--- config.mk ---
export PLATFORM = sky130hd
export DESIGN_NAME = capacitive_conductivity_timer
export DESIGN_NICKNAME = d
export VERILOG_FILES = /design/src/sv/cct_pkg.sv /design/src/sv/cct_seq.sv /design/src/sv/capacitive_conductivity_timer.sv
export SDC_FILE = /design/constraint.sdc
export NUM_CORES = 1
export LEC_CHECK = 0
export ABC_AREA = 1
export BUFFER_PORTS_ARGS = -buffer_cell sky130_fd_sc_hd__clkbuf_2
export CAP_MARGIN = 20
export CORE_ASPECT_RATIO = 1.2
export CORE_MARGIN = 2
export CORE_UTILIZATION = 40
export CTS_BUF_LIST = sky130_fd_sc_hd__clkbuf_8
export DETAILED_ROUTE_END_ITERATION = 10
export GPL_ROUTABILITY_DRIVEN = 0
export GPL_TIMING_DRIVEN = 1
export SLEW_MARGIN = 30
export SYNTH_ARGS = -nofsm -noshare
export SYNTH_HDL_FRONTEND = slang
export SYNTH_SLANG_ARGS = --single-unit
--- constraint.sdc ---
create_clock -name clk -period 3.8 [get_ports clk]
set_input_delay 0.57 -clock clk [delete_from_list [all_inputs] [get_ports clk]]
set_output_delay 0.57 -clock clk [all_outputs]
set_load 0.01 [all_outputs]
--- src/sv/cct_pkg.sv ---
// Shared types, constants and pin table of the capacitive conductivity timer.
// Depends on nothing; used by cct_seq and the top level.
package cct_pkg;

  localparam int TIMER_BITS = 16;
  localparam int MAX_RATE   = 10;
  localparam int ACC_BITS   = TIMER_BITS + MAX_RATE;
  localparam int CYC_BITS   = MAX_RATE + 1;
  localparam int RATE_W     = 4;
  localparam int LIM_W      = 16;
  localparam int READ_W     = 16;
  localparam int CFG_IDX_W  = 3;
  localparam int CFG_DATA_W = 16;
  localparam int CMP_W      = 33;

  localparam logic [TIMER_BITS-1:0] TMAX = '1;

  typedef enum logic [2:0] {
    ST_IDLE       = 3'd0,
    ST_CHARGE_POS = 3'd1,
    ST_MEASURE    = 3'd2,
    ST_DISCHARGE  = 3'd3,
    ST_CHARGE_NEG = 3'd4,
    ST_COMPENSATE = 3'd5,
    ST_RECHARGE   = 3'd6
  } stage_t;

  typedef enum logic [CFG_IDX_W-1:0] {
    REG_RATE      = 3'd0,
    REG_CHARGE    = 3'd1,
    REG_DISCHARGE = 3'd2,
    REG_TIMEOUT   = 3'd3
  } cfg_reg_t;

  typedef struct packed {
    logic [RATE_W-1:0] oversample_rate;
    logic [LIM_W-1:0]  charge_ticks;
    logic [LIM_W-1:0]  discharge_ticks;
    logic [LIM_W-1:0]  timeout_ticks;
  } cfg_t;

  typedef struct packed {
    logic pos_drive;
    logic pos_high;
    logic neg_drive;
    logic neg_high;
    logic probe_drive;
    logic probe_high;
  } pins_t;

  typedef struct packed {
    pins_t             pins;
    logic              busy;
    logic              done;
    logic [READ_W-1:0] reading;
    logic              failed;
  } res_t;

  function automatic pins_t stage_pins(stage_t s);
    pins_t p;
    p = '0;
    unique case (s)
      ST_CHARGE_POS: p = '{1'b1, 1'b1, 1'b1, 1'b0, 1'b0, 1'b0};
      ST_MEASURE:    p = '{1'b0, 1'b0, 1'b1, 1'b0, 1'b1, 1'b0};
      ST_DISCHARGE:  p = '{1'b1, 1'b0, 1'b1, 1'b0, 1'b0, 1'b0};
      ST_CHARGE_NEG: p = '{1'b1, 1'b0, 1'b1, 1'b1, 1'b0, 1'b0};
      ST_COMPENSATE: p = '{1'b0, 1'b0, 1'b1, 1'b1, 1'b1, 1'b1};
      ST_RECHARGE:   p = '{1'b1, 1'b1, 1'b1, 1'b1, 1'b0, 1'b0};
      default:       p = '0;
    endcase
    return p;
  endfunction

endpackage

--- src/sv/cct_seq.sv ---
// Stage sequencer: stage timer, cycle counter, accumulator and held reading.
// Depends on cct_pkg; advances one measurement tick per step.
module cct_seq
  import cct_pkg::*;
(
  input  logic clk,
  input  logic rst_n,
  input  logic step,
  input  logic start,
  input  logic pin,
  input  cfg_t cfg,
  output res_t res
);

  stage_t                stage_r, stage_nxt;
  logic [TIMER_BITS-1:0] ticks_r, ticks_nxt, ticks_inc;
  logic [CYC_BITS-1:0]   cyc_r, cyc_nxt, cyc_inc, cyc_target;
  logic [ACC_BITS-1:0]   acc_r, acc_nxt;
  logic [LIM_W-1:0]      last_r, last_nxt, limit;
  logic                  pin_before_r;
  logic [READ_W-1:0]     held_r, held_nxt;
  logic                  fail_r, fail_nxt;
  logic                  done_nxt;
  logic [RATE_W-1:0]     rate;
  logic                  reached;
  logic                  edge_seen;

  assign rate = (cfg.oversample_rate > RATE_W'(MAX_RATE)) ? RATE_W'(MAX_RATE)
                                                          : cfg.oversample_rate;
  assign ticks_inc  = (ticks_r != TMAX) ? ticks_r + 1'b1 : ticks_r;
  assign cyc_inc    = cyc_r + 1'b1;
  assign cyc_target = CYC_BITS'(1) << rate;
  assign edge_seen  = pin_before_r & ~pin;

  always_comb begin
    unique case (stage_r) inside
      ST_CHARGE_POS, ST_CHARGE_NEG: limit = cfg.charge_ticks;
      ST_MEASURE:                   limit = cfg.timeout_ticks;
      ST_DISCHARGE, ST_RECHARGE:    limit = cfg.discharge_ticks;
      ST_COMPENSATE:                limit = last_r;
      default:                      limit = cfg.charge_ticks;
    endcase
  end

  assign reached = (CMP_W'(ticks_inc) >= CMP_W'(limit)) || (ticks_inc == TMAX);

  always_comb begin
    stage_nxt = stage_r;
    ticks_nxt = ticks_r;
    cyc_nxt   = cyc_r;
    acc_nxt   = acc_r;
    last_nxt  = last_r;
    held_nxt  = held_r;
    fail_nxt  = fail_r;
    done_nxt  = 1'b0;
    unique case (stage_r)
      ST_IDLE: begin
        if (start) begin
          cyc_nxt   = '0;
          acc_nxt   = '0;
          stage_nxt = ST_CHARGE_POS;
          ticks_nxt = '0;
        end
      end
      ST_CHARGE_POS: begin
        ticks_nxt = ticks_inc;
        if (reached) begin
          stage_nxt = ST_MEASURE;
          ticks_nxt = '0;
        end
      end
      ST_MEASURE: begin
        ticks_nxt = ticks_inc;
        if (edge_seen) begin
          last_nxt  = LIM_W'(ticks_inc);
          acc_nxt   = acc_r + ACC_BITS'(ticks_inc);
          stage_nxt = ST_DISCHARGE;
          ticks_nxt = '0;
        end else if (reached) begin
          held_nxt  = '0;
          fail_nxt  = 1'b1;
          done_nxt  = 1'b1;
          stage_nxt = ST_IDLE;
          ticks_nxt = '0;
        end
      end
      ST_DISCHARGE: begin
        ticks_nxt = ticks_inc;
        if (reached) begin
          stage_nxt = ST_CHARGE_NEG;
          ticks_nxt = '0;
        end
      end
      ST_CHARGE_NEG: begin
        ticks_nxt = ticks_inc;
        if (reached) begin
          stage_nxt = ST_COMPENSATE;
          ticks_nxt = '0;
        end
      end
      ST_COMPENSATE: begin
        ticks_nxt = ticks_inc;
        if (reached) begin
          stage_nxt = ST_RECHARGE;
          ticks_nxt = '0;
        end
      end
      ST_RECHARGE: begin
        ticks_nxt = ticks_inc;
        if (reached) begin
          cyc_nxt   = cyc_inc;
          ticks_nxt = '0;
          if (cyc_inc >= cyc_target) begin
            held_nxt  = READ_W'(acc_r >> rate);
            fail_nxt  = 1'b0;
            done_nxt  = 1'b1;
            stage_nxt = ST_IDLE;
          end else begin
            stage_nxt = ST_CHARGE_POS;
          end
        end
      end
      default: begin
        stage_nxt = ST_IDLE;
        ticks_nxt = '0;
      end
    endcase
  end

  always_comb begin
    res.pins    = stage_pins(stage_nxt);
    res.busy    = (stage_nxt != ST_IDLE);
    res.done    = done_nxt;
    res.reading = held_nxt;
    res.failed  = fail_nxt;
  end

  always_ff @(posedge clk) begin
    if (!rst_n) begin
      stage_r      <= ST_IDLE;
      ticks_r      <= '0;
      cyc_r        <= '0;
      acc_r        <= '0;
      last_r       <= '0;
      pin_before_r <= 1'b0;
      held_r       <= '0;
      fail_r       <= 1'b0;
    end else if (step) begin
      stage_r      <= stage_nxt;
      ticks_r      <= ticks_nxt;
      cyc_r        <= cyc_nxt;
      acc_r        <= acc_nxt;
      last_r       <= last_nxt;
      pin_before_r <= pin;
      held_r       <= held_nxt;
      fail_r       <= fail_nxt;
    end
  end

endmodule

--- src/sv/capacitive_conductivity_timer.sv ---
// Capacitive conductivity timer: takes one measurement tick per transaction and
// returns one result per tick. Depends on cct_pkg and cct_seq.
//
// Each input transaction is one timer tick. It is held in the input register;
// when the output register is free to take a result, the stage sequencer updates
// its state and the result is captured in the output register. A new tick is
// accepted in every cycle while the result side keeps up. A reading lasts
// 2^oversample_rate six-stage cycles of ticks, with the rate capped at 10, or
// ends early on a timeout; done_res marks the tick on which it completes. The
// configuration port is always ready; write it only while no reading is in
// progress.
module capacitive_conductivity_timer
  import cct_pkg::*;
(
  input  logic                  clk,
  input  logic                  rst_n,
  input  logic                  in_valid,
  output logic                  in_stall,
  input  logic                  in_start_req,
  input  logic                  in_cap_pin,
  output logic                  out_valid,
  input  logic                  out_stall,
  output logic                  out_cap_pos_drive,
  output logic                  out_cap_pos_high,
  output logic                  out_cap_neg_drive,
  output logic                  out_cap_neg_high,
  output logic                  out_probe_drive,
  output logic                  out_probe_high,
  output logic                  out_busy_res,
  output logic                  out_done_res,
  output logic [READ_W-1:0]     out_reading,
  output logic                  out_failed,
  input  logic                  cfg_valid,
  output logic                  cfg_ready,
  input  logic [CFG_IDX_W-1:0]  cfg_index,
  input  logic [CFG_DATA_W-1:0] cfg_wdata
);

  cfg_t cfg_r;
  logic in_valid_r;
  logic in_start_r;
  logic in_pin_r;
  logic out_valid_r;
  res_t res;
  res_t out_res_r;
  logic advance;

  assign cfg_ready = 1'b1;
  assign advance   = in_valid_r && (!out_valid_r || !out_stall);
  assign in_stall  = in_valid_r && !advance;

  always_ff @(posedge clk) begin
    if (!rst_n) begin
      cfg_r.oversample_rate <= RATE_W'(6);
      cfg_r.charge_ticks    <= LIM_W'(1000);
      cfg_r.discharge_ticks <= LIM_W'(1000);
      cfg_r.timeout_ticks   <= LIM_W'(65535);
    end else if (cfg_valid && cfg_ready) begin
      unique case (cfg_index)
        REG_RATE:      cfg_r.oversample_rate <= cfg_wdata[RATE_W-1:0];
        REG_CHARGE:    cfg_r.charge_ticks    <= cfg_wdata[LIM_W-1:0];
        REG_DISCHARGE: cfg_r.discharge_ticks <= cfg_wdata[LIM_W-1:0];
        REG_TIMEOUT:   cfg_r.timeout_ticks   <= cfg_wdata[LIM_W-1:0];
        default: begin
        end
      endcase
    end
  end

  always_ff @(posedge clk) begin
    if (!rst_n) begin
      in_valid_r <= 1'b0;
    end else if (!in_stall) begin
      in_valid_r <= in_valid;
    end
  end

  always_ff @(posedge clk) begin
    if (!in_stall && in_valid) begin
      in_start_r <= in_start_req;
      in_pin_r   <= in_cap_pin;
    end
  end

  cct_seq u_seq (
    .clk   (clk),
    .rst_n (rst_n),
    .step  (advance),
    .start (in_start_r),
    .pin   (in_pin_r),
    .cfg   (cfg_r),
    .res   (res)
  );

  always_ff @(posedge clk) begin
    if (!rst_n) begin
      out_valid_r <= 1'b0;
    end else if (advance) begin
      out_valid_r <= 1'b1;
    end else if (!out_stall) begin
      out_valid_r <= 1'b0;
    end
  end

  always_ff @(posedge clk) begin
    if (advance) begin
      out_res_r <= res;
    end
  end

  assign out_valid         = out_valid_r;
  assign out_cap_pos_drive = out_res_r.pins.pos_drive;
  assign out_cap_pos_high  = out_res_r.pins.pos_high;
  assign out_cap_neg_drive = out_res_r.pins.neg_drive;
  assign out_cap_neg_high  = out_res_r.pins.neg_high;
  assign out_probe_drive   = out_res_r.pins.probe_drive;
  assign out_probe_high    = out_res_r.pins.probe_high;
  assign out_busy_res      = out_res_r.busy;
  assign out_done_res      = out_res_r.done;
  assign out_reading       = out_res_r.reading;
  assign out_failed        = out_res_r.failed;

endmodule

==> run summary <==
status = complete, no violations
layout cell share with drive strength beyond 1 = 12.0%
final setup vio count = 0
CTS clk-pin slew, worst paths = 100 ps
unrepaired setup endpoints after global routing = no
Compound-Gate Fraction of Synth Area = 17.5%
first-pass GRT wire length = 44700 um
total power = 3.68 mW
slew margin rel. = 49.9%
initial antenna violation count = 0
Synthesis Warnings = 0
DIE HEIGHT = 178 um
vias per inst = 5.16
clock sinks = 171
Most used DFF post-synth = dfxtp_1
CTS tree = yes
Tmin final = 3410 ps
multiplexer share of the synthesized area = 0.199%
R2R depth = 23
skew final = 17.2 ps
# IOs = 54
commonest non-fill, non-tap cell in the layout = nand2_1
Post-Synth Simple-Gate Area = 31.0%
largest net degree at the start of global routing = 73
Final Hold Violating Endpoints = 0
Crit Path Category = register to register
CTS Buf Count = 17
starting density of the core = 40.7%
DP Area = 0.0108 mm2
Tcrit/Tclk final = 89.8%
post-synth top area share = 28.6%
row count = 63
vias in the first global route = 8884
Synth async-reset ratio = 0%
worst r2r dst = u_seq.held_r[0]
sequential share of the synthesized area = 36.7%
xor-xnor portion of the synthesized cell area = 0.957%
EDFF count, synth = 27
HPWL Detailed = 19900 um
drt initial violations = 558
endpoint type of the worst setup path = register
worst vdd ir = 0.283 mV
worst skew pair latency = 480 ps
Startpoint Class = register
Synth area leaders = dfxtp_1 29%, nand2_1 14%, edfxtp_1 8.1%, o21ai_0 6.5%, nor2_1 6.0%
worst-path maximum fanout = 19
max-slew violations = 0
worst reg2reg setup slack = 390 ps
final wirelength = 27100 um
max-capacitance violation count = 0
adder-cell share of the synthesized area = 5.79%
Mapped Area = 0.0101 mm2
flops & latches, synth = 171
first drt pass iteration count = 5
via count = 9604
total grt overflow = 0
Die W = 149 um
FF/Latch Area = 0.00370 mm2
most frequent cells in the layout = 374 x nand2_1, 160 x nor2_1, 141 x dfxtp_1
syn_nets = 1544
Leak Pwr = 5.04 nW
PortBufs = 52
number of routed nets with antenna violations = 0
Post-CTS Setup Inserts = 0
per-cell routed wire length = 14.5 um
WP data arrival = 3830 ps
HP Class = input pin to register
ANT cells = 0
synthesized instance count = 1472
fmax = 0.293 GHz
worst-margin pin slew = 751 ps
Die ar. = 0.0265 mm2
CTS Buffer Depth = 2
Avg Cell Area, Syn = 6.84 um2
PD cells = 328 mW/mm2
Critical R2R Launch = u_seq.ticks_r[1]
GRT Util Overall = 21.0%
Root Driver = clkbuf_8
residual DRC count = 0
core area = 0.0248 mm2
H-tree Lvls = 4
Final #Nets = 1595
Distinct cells, synth = 55
multi-input logic area = 0.00563 mm2
cell taking the most area after synthesis = dfxtp_1
CP Data Required Time = 4220 ps
# fillers = 2623
setup TNS = 0 ps
Critical Path Start = u_seq.ticks_r[1]
final core occ = 45.3%
Final Cell Area = 0.0112 mm2
Layout area overhead = 11.4%
largest family of logic cells by synthesized area = simple AND/OR/NAND/NOR gates
Setup crit end = u_seq.held_r[0]
report_power, final:
group	internal [mW]	total [mW]	switching [mW]
registers	1.90	1.93	0.0327
clock network	0.493	1.29	0.796
logic	0.156	0.454	0.298
worst max-delay path: stages (launching register included):
cell and delay [ps]:
dfxtp_1 420, ha_1 250, nand3_1 120, buf_4 180
nor2_1 160, nand4_1 110, nand2_1 200, inv_1 110
ha_1 210, inv_1 50, a21oi_1 50, o21ai_0 160
nand2_1 70, nand3_1 80, nand2_1 50, nand2_1 70
a21oi_2 30, buf_4 170, nand2_8 120, nand3b_4 230
or2_1 300, nand3_1 70, nand2_1 60, inv_1 50
layout make-up:
| type | instances | share of cell area (%) |
|---|---|---|
| repair buffers | 88 | 4.84 |
| flip-flops and latches | 171 | 33.0 |
| clock buffers | 17 | 2.09 |
| multi-input cells | 1100 | 50.2 |
| clock inverters | 15 | 1.44 |
| inverters | 145 | 4.88 |
| well taps | 325 | 3.63 |
cell usage after synthesis, drive strengths merged (5+ instances only):
master / n
nand2: 393
nor2: 176
o21ai: 148
dfxtp: 144
inv: 143
nand3: 122
a21oi: 116
clkbuf: 45
ha: 45
edfxtp: 27
o211ai: 17
nand4: 15
buf: 11
nor3: 8
a22oi: 7
xor2: 7
o21bai: 5
o22ai: 5
cell families after synthesis:
family                   Yosys count
flip-flops                       171
other                              1
XOR/XNOR                          11
AO/OA/AOI/OAI                    317
AND/OR/NAND/NOR                  723
adder cells (fa/ha/maj)           46
multiplexers                       2
buffers and inverters            201
routing by layer:
layer  part of all wire, %  GRT usage (%)
met5                     0              0
met3                   4.0           2.83
met2                    48           36.4
met1                    46           26.9
met4                   2.5           6.90
registers in the layout, indices dropped and copies added (netlist names), 3 cells and up:
signal,count
cfg_r,52
u_seq.acc_r,26
out_reading,16
u_seq.held_r,16
u_seq.last_r,16
u_seq.ticks_r,16
u_seq.cyc_r,11
u_seq.stage_r,3
how the worst min path moves through the flow:
stage            startpoint         end  depth (start not counted)
6_report       in_start_req  in_start_r                          1
3_3_place_gp      cfg_r[40]   cfg_r[40]                          2
4_1_cts        in_start_req  in_start_r                          1
2_1_floorplan     cfg_r[37]   cfg_r[37]                          2
3_5_place_dp      cfg_r[37]   cfg_r[37]                          2
5_1_grt        in_start_req  in_start_r                          1
what timing repair did:
action / in CTS / in global routing
hold buffers: 0 / 0
setup endpoints to repair: 0 / 54
resized for setup: 0 / 13
metrics by stage:
stage          setup slack (ps)  hold WS [ps]  instances
3_3_place_gp                355           437       1829
2_1_floorplan              87.5           424       1472
5_1_grt                    7.04           244       1861
3_5_place_dp                303           440       1829
6_report                    389           278       1861
4_1_cts                     269           250       1861
Note: power is estimated with default switching activity, not from simulation.
